[src/design/chc_pkg.sv]
// types, constants and functions for the crc16 hamming coded check block
// no dependencies
`default_nettype none

package chc_pkg;

    localparam logic        KIND_PAYLOAD = 1'b0;
    localparam logic        KIND_CODED   = 1'b1;
    localparam logic        DIR_GEN      = 1'b0;
    localparam logic        DIR_CHECK    = 1'b1;
    localparam logic        OUT_CODED    = 1'b0;
    localparam logic        OUT_VERDICT  = 1'b1;
    localparam logic [1:0]  NIB_LAST     = 2'd3;

    localparam logic [15:0] CRC_POLY = 16'h8408;
    localparam logic [15:0] CRC_INIT = 16'hFFFF;

    localparam logic [2:0]  SYN_D0 = 3'b111;
    localparam logic [2:0]  SYN_D1 = 3'b110;
    localparam logic [2:0]  SYN_D2 = 3'b101;
    localparam logic [2:0]  SYN_D3 = 3'b011;

    localparam logic [6:0] HCODE [16] = '{
        7'h00, 7'h71, 7'h62, 7'h13, 7'h54, 7'h25, 7'h36, 7'h47,
        7'h38, 7'h49, 7'h5a, 7'h2b, 7'h6c, 7'h1d, 7'h0e, 7'h7f
    };

    typedef struct packed {
        logic       kind;
        logic [7:0] data_byte;
        logic       last_in;
    } chc_in_t;

    typedef struct packed {
        logic       out_kind;
        logic [6:0] coded_byte;
        logic       out_last;
        logic       crc_pass;
    } chc_out_t;

    // one queued result group: four coded words or a verdict
    typedef struct packed {
        logic        is_verdict;
        logic        pass;
        logic [15:0] crc;
    } chc_rec_t;

    function automatic logic [15:0] crc_byte(input logic [15:0] crc, input logic [7:0] b);
        logic [15:0] c;
        c = crc ^ {8'h00, b};
        for (int i = 0; i < 8; i++)
        begin
            c = c[0] ? ((c >> 1) ^ CRC_POLY) : (c >> 1);
        end
        return c;
    endfunction

    function automatic logic [2:0] ham_parity(input logic [3:0] d);
        return {d[0] ^ d[1] ^ d[2], d[0] ^ d[1] ^ d[3], d[0] ^ d[2] ^ d[3]};
    endfunction

    function automatic logic [3:0] ham_decode(input logic [6:0] v);
        logic [2:0] syn;
        logic [3:0] d;
        d   = v[3:0];
        syn = v[6:4] ^ ham_parity(v[3:0]);
        case (syn)
            SYN_D0:  d[0] = ~d[0];
            SYN_D1:  d[1] = ~d[1];
            SYN_D2:  d[2] = ~d[2];
            SYN_D3:  d[3] = ~d[3];
            default: d    = v[3:0];
        endcase
        return d;
    endfunction

endpackage

`default_nettype wire

[src/design/chc_fifo.sv]
// small result-group queue between the crc engine and the output serializer
// depends on chc_pkg
`default_nettype none

module chc_fifo #(
    parameter int DEPTH = 4
) (
    input  wire logic                        clk,
    input  wire logic                        rst_n,
    input  wire logic                        push,
    input  wire chc_pkg::chc_rec_t           push_rec,
    input  wire logic                        pop,
    output logic                             not_empty,
    output chc_pkg::chc_rec_t                rd_rec,
    output logic [$clog2(DEPTH + 1) - 1:0]   count
);
    import chc_pkg::*;

    localparam int PTR_W = $clog2(DEPTH);
    localparam int CNT_W = $clog2(DEPTH + 1);
    localparam logic [PTR_W - 1:0] PTR_MAX = PTR_W'(DEPTH - 1);

    chc_rec_t           mem_reg [DEPTH];
    logic [PTR_W - 1:0] wr_ptr_reg, wr_ptr_next;
    logic [PTR_W - 1:0] rd_ptr_reg, rd_ptr_next;
    logic [CNT_W - 1:0] cnt_reg, cnt_next;

    always_comb
    begin
        wr_ptr_next = wr_ptr_reg;
        rd_ptr_next = rd_ptr_reg;
        cnt_next    = cnt_reg;
        if (push)
        begin
            wr_ptr_next = (wr_ptr_reg == PTR_MAX) ? '0 : wr_ptr_reg + 1'b1;
        end
        if (pop)
        begin
            rd_ptr_next = (rd_ptr_reg == PTR_MAX) ? '0 : rd_ptr_reg + 1'b1;
        end
        case ({push, pop})
            2'b10:   cnt_next = cnt_reg + 1'b1;
            2'b01:   cnt_next = cnt_reg - 1'b1;
            default: cnt_next = cnt_reg;
        endcase
    end

    always_ff @(posedge clk or negedge rst_n)
    begin
        if (!rst_n)
        begin
            wr_ptr_reg <= '0;
            rd_ptr_reg <= '0;
            cnt_reg    <= '0;
        end
        else
        begin
            wr_ptr_reg <= wr_ptr_next;
            rd_ptr_reg <= rd_ptr_next;
            cnt_reg    <= cnt_next;
        end
    end

    always_ff @(posedge clk)
    begin
        if (push)
        begin
            mem_reg[wr_ptr_reg] <= push_rec;
        end
    end

    assign not_empty = (cnt_reg != '0);
    assign rd_rec    = mem_reg[rd_ptr_reg];
    assign count     = cnt_reg;

endmodule

`default_nettype wire

[src/design/chc_engine.sv]
// input register, crc state, hamming decode; one result group per generate frame end or check
// depends on chc_pkg
`default_nettype none

module chc_engine (
    input  wire logic                clk,
    input  wire logic                rst_n,
    input  wire logic                cfg_we,
    input  wire logic                cfg_wdata,
    input  wire logic                in_accept,
    input  wire chc_pkg::chc_in_t    in_data,
    output logic                     pend,
    output logic                     push,
    output chc_pkg::chc_rec_t        push_rec
);
    import chc_pkg::*;

    chc_in_t     item_reg;
    logic        item_valid_reg;
    logic        dir_reg;
    logic [15:0] run_crc_reg,   run_crc_next;
    logic [15:0] final_crc_reg, final_crc_next;
    logic [1:0]  nib_cnt_reg,   nib_cnt_next;
    logic [15:0] rx_crc_reg,    rx_crc_next;

    logic [15:0] crc_upd;
    logic [3:0]  nib;
    logic [15:0] rx_full;

    always_comb
    begin
        crc_upd = crc_byte(run_crc_reg, item_reg.data_byte);
        nib     = ham_decode(item_reg.data_byte[6:0]);
        rx_full = rx_crc_reg | (16'(nib) << {nib_cnt_reg, 2'b00});

        run_crc_next   = run_crc_reg;
        final_crc_next = final_crc_reg;
        nib_cnt_next   = nib_cnt_reg;
        rx_crc_next    = rx_crc_reg;
        push           = 1'b0;
        push_rec       = '0;

        if (item_valid_reg)
        begin
            if (item_reg.kind == KIND_PAYLOAD)
            begin
                run_crc_next = crc_upd;
                if (item_reg.last_in)
                begin
                    final_crc_next = ~crc_upd;
                    run_crc_next   = CRC_INIT;
                    nib_cnt_next   = '0;
                    rx_crc_next    = '0;
                    if (dir_reg == DIR_GEN)
                    begin
                        push                = 1'b1;
                        push_rec.is_verdict = OUT_CODED;
                        push_rec.crc        = ~crc_upd;
                    end
                end
            end
            else if (dir_reg == DIR_CHECK)
            begin
                if (nib_cnt_reg == NIB_LAST)
                begin
                    push                = 1'b1;
                    push_rec.is_verdict = OUT_VERDICT;
                    push_rec.pass       = (rx_full == final_crc_reg);
                    nib_cnt_next        = '0;
                    rx_crc_next         = '0;
                end
                else
                begin
                    nib_cnt_next = nib_cnt_reg + 1'b1;
                    rx_crc_next  = rx_full;
                end
            end
        end
    end

    always_ff @(posedge clk or negedge rst_n)
    begin
        if (!rst_n)
        begin
            item_valid_reg <= 1'b0;
            dir_reg        <= DIR_GEN;
            run_crc_reg    <= CRC_INIT;
            final_crc_reg  <= '0;
            nib_cnt_reg    <= '0;
            rx_crc_reg     <= '0;
        end
        else
        begin
            item_valid_reg <= in_accept;
            if (cfg_we)
            begin
                dir_reg <= cfg_wdata;
            end
            run_crc_reg   <= run_crc_next;
            final_crc_reg <= final_crc_next;
            nib_cnt_reg   <= nib_cnt_next;
            rx_crc_reg    <= rx_crc_next;
        end
    end

    always_ff @(posedge clk)
    begin
        if (in_accept)
        begin
            item_reg <= in_data;
        end
    end

    assign pend = item_valid_reg;

endmodule

`default_nettype wire

[src/design/chc_serializer.sv]
// output register that turns a queued group into four coded words or one verdict word
// depends on chc_pkg
`default_nettype none

module chc_serializer (
    input  wire logic                clk,
    input  wire logic                rst_n,
    input  wire logic                fifo_valid,
    input  wire chc_pkg::chc_rec_t   fifo_rec,
    output logic                     fifo_pop,
    input  wire logic                out_stall,
    output logic                     out_valid,
    output chc_pkg::chc_out_t        out_data
);
    import chc_pkg::*;

    chc_rec_t   hold_reg;
    logic       hold_valid_reg;
    logic [1:0] idx_reg;

    logic [3:0] nib;
    logic       fire;
    logic       done;

    always_comb
    begin
        nib      = hold_reg.crc[{idx_reg, 2'b00} +: 4];
        out_data = '0;
        if (hold_reg.is_verdict == OUT_VERDICT)
        begin
            out_data.out_kind = OUT_VERDICT;
            out_data.out_last = 1'b1;
            out_data.crc_pass = hold_reg.pass;
        end
        else
        begin
            out_data.out_kind   = OUT_CODED;
            out_data.coded_byte = HCODE[nib];
            out_data.out_last   = (idx_reg == NIB_LAST);
        end
        fire     = hold_valid_reg && !out_stall;
        done     = fire && ((hold_reg.is_verdict == OUT_VERDICT) || (idx_reg == NIB_LAST));
        fifo_pop = fifo_valid && (!hold_valid_reg || done);
    end

    always_ff @(posedge clk or negedge rst_n)
    begin
        if (!rst_n)
        begin
            hold_valid_reg <= 1'b0;
            idx_reg        <= '0;
        end
        else if (fifo_pop)
        begin
            hold_valid_reg <= 1'b1;
            idx_reg        <= '0;
        end
        else if (done)
        begin
            hold_valid_reg <= 1'b0;
        end
        else if (fire)
        begin
            idx_reg <= idx_reg + 1'b1;
        end
    end

    always_ff @(posedge clk)
    begin
        if (fifo_pop)
        begin
            hold_reg <= fifo_rec;
        end
    end

    assign out_valid = hold_valid_reg;

endmodule

`default_nettype wire

[src/design/crc16_hamming_coded_check.sv]
// path: an accepted word is held in the engine register; its result group then passes
// through the queue into the serializer output register, which shows its first result word
// throughput: one input word per cycle unless stalled; a frame end in generate mode drains
// four output words, one per cycle unless out_stall, via a FIFO_DEPTH queue setting in_stall
// reset: rst_n async active low, crc to 0xFFFF, direction generate, queue empty
`default_nettype none

module crc16_hamming_coded_check #(
    parameter int FIFO_DEPTH = 4
) (
    input  wire logic                clk,
    input  wire logic                rst_n,
    input  wire logic                cfg_we,
    input  wire logic                cfg_wdata,
    input  wire logic                in_valid,
    output logic                     in_stall,
    input  wire chc_pkg::chc_in_t    in_data,
    output logic                     out_valid,
    input  wire logic                out_stall,
    output chc_pkg::chc_out_t        out_data
);
    import chc_pkg::*;

    localparam int CNT_W = $clog2(FIFO_DEPTH + 1);

    logic               in_accept;
    logic               pend;
    logic               push;
    chc_rec_t           push_rec;
    logic               pop;
    logic               not_empty;
    chc_rec_t           rd_rec;
    logic [CNT_W - 1:0] count;

    // room for the word in the engine register plus the new one
    assign in_stall  = ({1'b0, count} + (CNT_W + 1)'(pend)) >= (CNT_W + 1)'(FIFO_DEPTH);
    assign in_accept = in_valid && !in_stall;

    chc_engine u_engine (
        .clk       (clk),
        .rst_n     (rst_n),
        .cfg_we    (cfg_we),
        .cfg_wdata (cfg_wdata),
        .in_accept (in_accept),
        .in_data   (in_data),
        .pend      (pend),
        .push      (push),
        .push_rec  (push_rec)
    );

    chc_fifo #(
        .DEPTH (FIFO_DEPTH)
    ) u_fifo (
        .clk       (clk),
        .rst_n     (rst_n),
        .push      (push),
        .push_rec  (push_rec),
        .pop       (pop),
        .not_empty (not_empty),
        .rd_rec    (rd_rec),
        .count     (count)
    );

    chc_serializer u_ser (
        .clk        (clk),
        .rst_n      (rst_n),
        .fifo_valid (not_empty),
        .fifo_rec   (rd_rec),
        .fifo_pop   (pop),
        .out_stall  (out_stall),
        .out_valid  (out_valid),
        .out_data   (out_data)
    );

endmodule

`default_nettype wire

[config.mk]
export PLATFORM = sky130hd
export DESIGN_NAME = crc16_hamming_coded_check
export DESIGN_NICKNAME = d
export VERILOG_FILES = /design/src/design/chc_pkg.sv /design/src/design/chc_fifo.sv /design/src/design/chc_engine.sv /design/src/design/chc_serializer.sv /design/src/design/crc16_hamming_coded_check.sv
export SDC_FILE = /design/constraint.sdc
export NUM_CORES = 1
export LEC_CHECK = 0
export BUFFER_PORTS_ARGS = -buffer_cell sky130_fd_sc_hd__buf_2
export CORE_MARGIN = 4
export CORE_UTILIZATION = 60
export CTS_BUF_LIST = sky130_fd_sc_hd__clkbuf_8 sky130_fd_sc_hd__clkbuf_16
export CTS_CLUSTER_DIAMETER = 120
export DETAILED_ROUTE_END_ITERATION = 16
export HOLD_SLACK_MARGIN = 0.08
export PLACE_DENSITY = 0.75
export REMOVE_ABC_BUFFERS = 1
export SYNTH_ARGS = -nofsm -noshare
export SYNTH_HDL_FRONTEND = slang
export SYNTH_SLANG_ARGS = --single-unit
[constraint.sdc]
create_clock -name clk -period 6.4 [get_ports clk]
set_input_delay 0.32 -clock clk [delete_from_list [all_inputs] [get_ports clk]]
set_output_delay 0.32 -clock clk [all_outputs]
set_load 0.02 [all_outputs]
==> results.ini, run 1 <==
[run_status]
status = completed

[logic_synthesis]
netlist-cell-type-count = 63
yosys_warnings = 0
synthArstFlopShare_pct = 38.3
ys_top_cells_by_count = edfxtp_1, nor2_1, dfrtp_1
synth_top_flop_cell = edfxtp_1
netlist_area_sq_um = 7780
syn_inst = 626
synth_edf_count = 100
synth_top_area_share_pct = 38.6
yosysMostFrequentCell = edfxtp_1
ys_seq_area_share_pct = 58.8
syn_avg_cell_area_sq_um = 12.4
yosysTopAreaCell = edfxtp_1
netlist_top_cells_area = edfxtp_1, dfrtp_1, mux4_2
synth_seq_cells = 162

[floorplan]
ios = 28
initial_core_util_pct = 61.4
die_area_sq_um = 14900
chipWidth_microns = 122
fp.dieH_microns = 122
core_sq_um = 12700
rows = 41

[finish]
largest_register_ffs = 72
n_antenna_cell = 0
post-route-cell-area_sq_um = 8750
nets = 681
final_cells = 841
syn_to_final_growth_pct = 12.4
post-route-util_pct = 69.1
drive_above_1_share_pct = 17.2
fillers = 890

[sta]
rsz0062_at_grt = no
finalCriticalPeriod_ps = 3430
clock_skew_ps = 14.8
max_freq_ghz = 0.292
max_slew.worst_pin.slew_ps = 962
setup_viol = 0
hold_violations = 0
worst_slack_ps = 2970
finalSetupTns_ps = 0
slew-limit-headroom_pct = 35.9
min_period_over_period_pct = 53.6
drv_slew = 0

[routing]
vias_per_cell = 6.29
antenna_left = 0
wire_per_inst_microns = 22.1
vias = 5287
drt_iter0_drc = 570
drc = 0
dr.pass1.iters = 7
routed_wl_mm = 18.6

[pwr]
p_leak_nw = 3.25
switchingPower_mw = 1.70
p_int_mw = 2.75
swShare_pct = 38.2
clock_power_share_pct = 23.2
cellPowerDensity_nw_per_um2 = 508
ir_drop_uv = 337
power_frac_comb_pct = 38.1
seqPwrFrac_pct = 38.6

[job]
cap_violations = 0

[worst_setup_path]
crit_fanout = 22
regToRegStartpoint = u_engine.item_reg[1]$_DFFE_PP_
critPathArrivalTime_ps = 3690
crit_slowest_cell = edfxtp_1
cp.required_ps = 6660
cp_slowest_stage_delay_ps = 700
critical_path_class = flop to flop
worstPathCellList = xnor2_1, xor2_2, o221ai_1, a211oi_2, a2111oi_0, nor4_1, and4_1
crit_path_end_kind = flop
startpoint = u_engine.item_reg[1]$_DFFE_PP_
cp.buffers_inverters = 0
startpoint_type = flop
critPathTopFamily = XOR/XNOR gates
rrSetupSlack_ps = 2970

[clock_network]
cts.repair.resized = 0
cts_root_buf = clkbuf_16
cts_buffers = 17
clk_pin_slew_ps = 70
post-cts-setup-buffers = 0
cts_tree = done
htree_levels = 4
cts_buffer_depth = 2
numClockSinks = 162
clock_latency_ps = 430

[global_route]
grt_pass1_vias = 5214
track_usage_pct = 26.7
antenna_found_initial = 0
grt_pass1_wl_mm = 29.2
grt_start_max_net_pins = 63
grt_overflow_total = 0

[place]
dp_hpwl_mm = 12.8
placed_cell_area_sq_um = 8040
io_buffers = 27
gp_congestion = 0.954
dp.cells = 799
post-place-ws_ps = 3070

[worst_hold_path]
hp-class = input port to async pin

-- worst register-to-register path, stage by stage (launching register included) --
cell       delay, ps
edfxtp_1         700
xnor2_1          470
xor2_2           630
o221ai_1         260
a211oi_2         510
a2111oi_0        160
nor4_1           270
and4_1           280
-- cells in the final DEF (no fill, tap or decap), drive strengths merged, types with 13 or more instances in the layout --
master,count
buf,32
nor2b,16
nor2,59
clkbuf,19
o22a,15
inv,32
mux4,22
dfrtp,46
nor3,13
o21ai,35
and2,13
nand2,42
xor2,15
dfstp,16
xnor2,28
edfxtp,100
-- power groups by stage --
stage	Combinational [mW]	Sequential, mW	Clock, mW
floorplan	1.21	1.63	0
global placement	1.63	1.71	0
detailed placement	1.66	1.72	0
CTS	1.68	1.71	1.04
global route	1.85	1.74	1.09
finish	1.69	1.72	1.03
-- metrics by stage --
step	hold slack, ps	power (mW)
2_1_floorplan	24.4	2.84
3_3_place_gp	497	3.35
3_5_place_dp	498	3.38
4_1_cts	96.4	4.43
5_1_grt	138	4.68
6_report	76.0	4.44
-- kinds of logic after synthesis --
group	after synthesis	synth area share [%]
simple gates	192	12.1
flops	162	58.8
compound gates	125	11.3
buf+inv	60	3.10
xor+xnor	43	5.03
mux	35	8.15
fa+ha+maj	9	1.54
-- path summary, 6_finish.rpt --
check | endpoint | cells past startpoint
hold / removal | u_engine.rx_crc_reg[13]$_DFFE_PN0P_ | 2
min in group clk | u_engine.dir_reg$_DFFE_PN0P_ | 2
max in group asynchronous | u_engine.nib_cnt_reg[0]$_DFFE_PN0P_ | 2
hold reg to reg | u_engine.run_crc_reg[12]$_DFFE_PN1P_ | 2
setup reg to reg | u_fifo.mem_reg[0][16]$_DFFE_PP_ | 7
setup / recovery | u_fifo.mem_reg[0][16]$_DFFE_PP_ | 7
-- final cells by class --
| cell class | count | area (sq um) | share of cell area [%] |
|---|---|---|---|
| multi-input combinational | 404 | 2970 | 33.9 |
| tap | 172 | 215 | 2.46 |
| clock inverter | 13 | 159 | 1.82 |
| clock buffer | 19 | 453 | 5.18 |
| timing repair buffer | 42 | 273 | 3.12 |
| inverter | 29 | 109 | 1.24 |
| sequential | 162 | 4570 | 52.3 |
-- layer usage --
layer / vias to the layer above / global-route usage, % / share of wire (%)
li1: 2374 / - / -
met1: 2605 / 35.9 / 40
met2: 279 / 43.3 / 50
met3: 29 / 5.57 / 7.6
met4: 0 / 9.80 / 2.0
met5: - / 0 / 0
-- what timing repair did --
action / 4_1_cts / 5_1_grt
endpoints found under the setup margin: 0 / 0
hold endpoints to repair: 10 / 0
hold buffers: 10 / 0
No activity file was read; power rests on OpenSTA's default activity.
==> run 2: changes to the inputs <==
==> constraint.sdc (replaced) <==
create_clock -name clk -period 3.37 [get_ports clk]
set_input_delay 0.1685 -clock clk [delete_from_list [all_inputs] [get_ports clk]]
set_output_delay 0.1685 -clock clk [all_outputs]
set_load 0.02 [all_outputs]
==> run 2 against run 1 <==
Design area increased by 1.8%. Routed wire length grew 7.4%. Maximum frequency is 14% higher. Worst setup slack lost 2600 ps. Final cell count grew 2.9%. Global-route usage grew 1.9 points. Largest power group is now combinational logic.
==> results.ini, run 2 (same netlist as run 1, synthesis figures left out) <==
[clock_network]
numClockSinks = 162  ; unchanged
post-cts-setup-buffers = 0  ; unchanged
htree_levels = 4  ; unchanged
cts_root_buf = clkbuf_16
cts_hold_buf = 13  ; +3
cts_tree = done
clk_pin_slew_ps = 60  ; about the same
cts.repair.resized = 0  ; unchanged
cts_buffer_depth = 2  ; unchanged
clock_latency_ps = 420  ; about the same
cts_buffers = 17  ; unchanged

[job]
cap_violations = 0  ; unchanged

[finish]
n_antenna_cell = 0  ; unchanged
nets = 705  ; +3.5%
layout_commonest_cell = edfxtp_1
syn_to_final_growth_pct = 14.5
drive_above_1_share_pct = 19.3  ; +2.1 points
final_cell_mix = edfxtp_1, nor2_1, dfrtp_1, nand2_1, o21ai_0
largest_register_ffs = 72  ; unchanged

[routing]
vias_per_cell = 6.24  ; -0.70%
antenna_left = 0  ; unchanged
wire_per_inst_microns = 23.1  ; +4.4%
drc = 0  ; unchanged
vias = 5400  ; +2.1%
dr.pass1.iters = 5  ; -2
routed_wl_mm = 20.0  ; +7.4%
drt_iter0_drc = 570  ; unchanged

[worst_setup_path]
critPathCapture = u_fifo.mem_reg[3][16]$_DFFE_PP_
startpoint_type = flop
worstPathCellList = buf_4, xnor2_1, nand2_2, a221oi_2, o211ai_2, mux2_1, nor4_1, and4_1
rrSetupSlack_ps = 360  ; -2610 ps
crit_path_end_kind = flop
crit_slowest_cell = xnor2_1
startpoint = u_engine.item_reg[1]$_DFFE_PP_
cp.required_ps = 3620  ; -3040 ps
crit_fanout = 8  ; -64%
timing.rr.end = u_fifo.mem_reg[3][16]$_DFFE_PP_
ff2ff_path_depth = 8  ; +1
critPathArrivalTime_ps = 3260  ; -430 ps
regToRegStartpoint = u_engine.item_reg[1]$_DFFE_PP_
cp_slowest_stage_delay_ps = 570  ; -130 ps
critical_path_class = flop to flop

[run_status]
status = completed

[floorplan]
ios = 28  ; unchanged
rows = 41  ; unchanged
die_area_sq_um = 14900  ; unchanged
fp.dieH_microns = 122  ; unchanged
chipWidth_microns = 122  ; unchanged
initial_core_util_pct = 61.4  ; unchanged
core_sq_um = 12700  ; unchanged

[pwr]
cellPowerDensity_nw_per_um2 = 960  ; +89%
p_leak_nw = 3.35  ; +3.3%
ir_drop_uv = 445  ; +32%

[sta]
finalCriticalPeriod_ps = 3010  ; -421 ps
clock_skew_ps = 6.63  ; -8.18 ps
max_freq_ghz = 0.332  ; +14%
rsz0062_at_grt = no
finalSetupTns_ps = 0  ; unchanged
worst_slack_ps = 360  ; -2610 ps
drv_slew = 0  ; unchanged
max_slew.worst_pin.slew_ps = 914  ; -48.4 ps
min_period_over_period_pct = 89.3  ; +36 points
hold_violations = 0  ; unchanged
setup_viol = 0  ; unchanged
slew-limit-headroom_pct = 39.1  ; +3.2 points

[worst_hold_path]
hp-class = input port to flop

[place]
dp_hpwl_mm = 13.7  ; +6.4%
io_buffers = 27  ; unchanged
post-place-ws_ps = 410  ; -2660 ps
gp_congestion = 0.932  ; -2.2%

[global_route]
grt_start_max_net_pins = 44  ; -30%
grt_pass1_vias = 5586  ; +7.1%
grt_overflow_total = 0  ; unchanged
antenna_found_initial = 0  ; unchanged
track_usage_pct = 28.5  ; +1.9 points
grt_pass1_wl_mm = 31.4  ; +7.6%

-- run 2: cell types whose count changed in the layout (fill, tap and decap cells not counted), sizes merged --
cell | previous run | this run
inv | 32 | 34
buf | 32 | 53
dlygate4sd3 | 10 | 13
bufinv | 3 | 2
clkbuf | 19 | 18
-- run 2: per-stage QoR --
| step | util (%) | cells | power [mW] | instance area, sq um | hold WS, ps |
|---|---|---|---|---|---|
| 5_1_grt | 70.3 | 865 | 8.99 | 8910 | 169 |
| 6_report | 70.3 | 865 | 8.55 | 8910 | 131 |
| 3_5_place_dp | 64.7 | 820 | 6.59 | 8200 | 152 |
| 2_1_floorplan | - | 595 | 5.39 | 7650 | -127 |
| 4_1_cts | 70.3 | 865 | 8.55 | 8910 | 113 |
| 3_3_place_gp | 64.7 | 820 | 6.51 | 8200 | 131 |
-- run 2: how the worst min path moves through the flow --
stage	from	to	slack (ps)	cells past startpoint
6_report	out_stall	u_ser.idx_reg[0]$_DFFE_PN0P_	130	4
5_1_grt	out_stall	u_ser.idx_reg[0]$_DFFE_PN0P_	170	4
4_1_cts	out_stall	u_ser.idx_reg[0]$_DFFE_PN0P_	110	4
3_5_place_dp	rst_n	u_fifo.rd_ptr_reg[0]$_DFFE_PN0P_	150	1
3_3_place_gp	rst_n	u_fifo.rd_ptr_reg[0]$_DFFE_PN0P_	130	1
2_1_floorplan	rst_n	u_engine.dir_reg$_DFFE_PN0P_	-130	0
-- run 2: where the power goes --
| part | internal [mW] | switching (mW) | total (mW) |
|---|---|---|---|
| clock | 1.11 | 0.778 | 1.89 |
| sequential | 2.66 | 0.518 | 3.18 |
| combinational | 1.45 | 2.03 | 3.48 |
| total | 5.22 | 3.33 | 8.55 |
-- run 2: final cells by class --
type | instances | area [sq um]
Tap cell | 172 | 215
Timing Repair Buffer | 66 | 460
Clock inverter | 14 | 143
Multi-Input combinational cell | 404 | 2970
Inverter | 29 | 109
Clock buffer | 18 | 439
Fill cell | 864 | 3760
Sequential cell | 162 | 4570
-- run 2: critical path, delay by kind of cell, from the launching register on --
kind	cells	cell delay, ps
AND/OR/NAND/NOR	3	760
XOR/XNOR	1	570
AO/OA/AOI/OAI	2	540
flip-flops	1	420
multiplexers	1	370
buffers and inverters	1	180
-- run 2: metal layers --
layer  part of all wire [%]  wire length [microns]  track usage, %  up-vias
li1                       -                      -               -     2421
met1                     42                   8370            39.4     2691
met2                     50                   9910            46.7      250
met3                    6.5                   1310            4.87       38
met4                    2.1                    410            9.31        0
met5                      0                      0               0        -
==> run 3: changes to the inputs <==
==> constraint.sdc (replaced) <==
create_clock -name clk -period 3.1 [get_ports clk]
set_input_delay 0.155 -clock clk [delete_from_list [all_inputs] [get_ports clk]]
set_output_delay 0.155 -clock clk [all_outputs]
set_load 0.02 [all_outputs]
==> run 3 against run 2 <==
Via count grew 1.5%. Clock-buffer cell count shrank 1. Register-to-register slack lost 210 ps. Sequential cell count is the same. Combinational power grew 7.2%. Maximum frequency grew 1.9%. Design area grew 0.59%. Clock power grew 10%. Routed wire length shrank 5.1%. Clock skew grew 6.8 ps. Largest power group unchanged. Highest routed layer unchanged.
==> results.ini, run 3 (same netlist as run 1, synthesis figures left out) <==
[place]
dp_hpwl_mm = 13.3  ; -2.6%
post-place-ws_ps = 241  ; -169 ps
dp.cells = 824  ; +0.49%
io_buffers = 27  ; unchanged
gp_congestion = 0.969  ; +3.9%

[pwr]
ir_drop_uv = 497  ; +12%
clock_power_share_pct = 22.4  ; +0.3 points
swShare_pct = 38.0  ; -0.89 points
power_frac_comb_pct = 40.2  ; -0.5 points
p_int_mw = 5.75  ; +10%
power_mw = 9.28  ; +8.5%
switchingPower_mw = 3.53  ; +6.1%
p_leak_nw = 3.38  ; +0.91%
cellPowerDensity_nw_per_um2 = 1040  ; +7.9%
seqPwrFrac_pct = 37.3  ; about the same

[routing]
dr.pass1.iters = 5  ; unchanged
wire_per_inst_microns = 21.8  ; -5.5%
routed_wl_mm = 19.0  ; -5.1%
vias = 5480  ; +1.5%
vias_per_cell = 6.31  ; +1.0%
drc = 0  ; unchanged
antenna_left = 0  ; unchanged
drt_iter0_drc = 599  ; +5.1%

[sta]
worst_slack_ps = 147  ; -214 ps
slew-limit-headroom_pct = 40.9  ; +1.8 points
max_slew.worst_pin.slew_ps = 883  ; -30.2 ps
max_freq_ghz = 0.339  ; +1.9%
clock_skew_ps = 13.4  ; +6.75 ps
drv_slew = 0  ; unchanged
hold_violations = 0  ; unchanged
setup_viol = 0  ; unchanged
finalCriticalPeriod_ps = 2950  ; -56.2 ps
rsz0062_at_grt = no
timing.hold.ws_ps = 100  ; -30.7 ps
finalSetupTns_ps = 0  ; unchanged
min_period_over_period_pct = 95.3  ; +6.0 points

[global_route]
antenna_found_initial = 0  ; unchanged
grt_pass1_wl_mm = 30.3  ; -3.7%
grt_overflow_total = 0  ; unchanged
grt_start_max_net_pins = 32  ; -27%
track_usage_pct = 27.6  ; -0.94 points
grt_pass1_vias = 5469  ; -2.1%

[worst_setup_path]
regToRegStartpoint = u_engine.item_reg[1]$_DFFE_PP_
ff2ff_path_depth = 7  ; -1
crit_path_end_kind = flop
critPathArrivalTime_ps = 3210  ; -50 ps
cp.required_ps = 3360  ; -260 ps
rrSetupSlack_ps = 150  ; -210 ps
crit_fanout = 6  ; -2
timing.rr.end = u_fifo.mem_reg[0][16]$_DFFE_PP_
critical_path_class = flop to flop
startpoint_type = flop

[worst_hold_path]
hp-class = input port to flop
min_to = u_ser.idx_reg[0]$_DFFE_PN0P_
holdPathStages = 4  ; unchanged
holdCritStartpoint = out_stall

[floorplan]
ios = 28  ; unchanged
fp.dieH_microns = 122  ; unchanged
initial_core_util_pct = 61.4  ; unchanged
chipWidth_microns = 122  ; unchanged
core_sq_um = 12700  ; unchanged
rows = 41  ; unchanged
die_area_sq_um = 14900  ; unchanged

[clock_network]
clock_latency_ps = 430  ; about the same
htree_levels = 4  ; unchanged
cts_root_buf = clkbuf_16
clk_pin_slew_ps = 60  ; about the same
cts_buffer_depth = 2  ; unchanged
cts_buffers = 17  ; unchanged
cts_tree = done
post-cts-setup-buffers = 0  ; unchanged
numClockSinks = 162  ; unchanged

[finish]
final_cells = 869  ; +0.46%
n_antenna_cell = 0  ; unchanged
final_cell_mix = edfxtp_1, nor2_1, dfrtp_1, nand2_1, o21ai_0
layout_commonest_cell = edfxtp_1
nets = 709  ; +0.57%
drive_above_1_share_pct = 19.8  ; +0.46 points
syn_to_final_growth_pct = 15.1
largest_register_ffs = 72  ; unchanged

[run_status]
status = completed

[job]
cap_violations = 0  ; unchanged

[run 3: cell count changes in the layout (fill, tap and decap cells not counted), sizes merged]
cell	previous run	this run
bufinv	2	3
clkinvlp	1	0
buf	53	57
clkinv	6	7
clkbuf	18	17
[run 3: final cells by class]
class | count | area, sq um
sequential | 162 | 4570
fill | 848 | 3710
multi-input combinational | 404 | 2980
timing repair buffer | 70 | 490
clock buffer | 17 | 425
tap | 172 | 215
clock inverter | 15 | 168
inverter | 29 | 109
[run 3: power by group through the flow]
stage	sequential (mW)	clock [mW]	combinational (mW)
after floorplan	3.37	0	2.50
after detailed placement	3.48	0	3.64
final	3.47	2.08	3.73
after global placement	3.46	0	3.58
after global routing	3.51	2.23	4.05
after CTS	3.45	2.10	3.70
[run 3: layer usage]
layer | GRT usage, % | share of wire (%) | vias up
li1 | - | - | 2447
met4 | 12.0 | 4.3 | 0
met1 | 36.2 | 39 | 2672
met5 | 0 | 0 | -
met3 | 6.73 | 7.1 | 63
met2 | 44.3 | 49 | 298
[run 3: timing repair]
action / 4_1_cts / 5_1_grt
setup endpoints to repair: 0 / 4
resized for setup: 0 / 1
hold buffers: 13 / 0
endpoints found under the hold margin: 29 / 0
[run 3: how the worst max path moves through the flow]
stage,from,end,slack (ps),depth (start not counted)
floorplan,u_engine.item_reg[9]$_DFFE_PP_,u_fifo.count[1]$_DFFE_PN0P_,-360,9
CTS,u_engine.item_reg[1]$_DFFE_PP_,u_fifo.mem_reg[0][16]$_DFFE_PP_,220,7
detailed placement,u_engine.item_reg[4]$_DFFE_PP_,u_fifo.mem_reg[0][16]$_DFFE_PP_,240,7
global route,u_engine.item_reg[1]$_DFFE_PP_,u_fifo.mem_reg[0][16]$_DFFE_PP_,7,7
global placement,u_engine.item_reg[4]$_DFFE_PP_,u_fifo.mem_reg[0][16]$_DFFE_PP_,240,7
finish,u_engine.item_reg[1]$_DFFE_PP_,u_fifo.mem_reg[0][16]$_DFFE_PP_,150,7
[run 3: per-stage QoR]
stage / utilization, % / area, sq um
global route: 70.7 / 8960
finish: 70.7 / 8960
global placement: 64.9 / 8230
floorplan: - / 7650
CTS: 70.6 / 8950
detailed placement: 64.9 / 8230
[run 3: worst max-delay path: stages (launching register included)]
cell and delay (ps):
edfxtp_1 490, xnor2_1 470, xnor2_1 280, a221oi_2 340
o211ai_2 240, mux2_1 370, nor4_1 280, and4_1 330
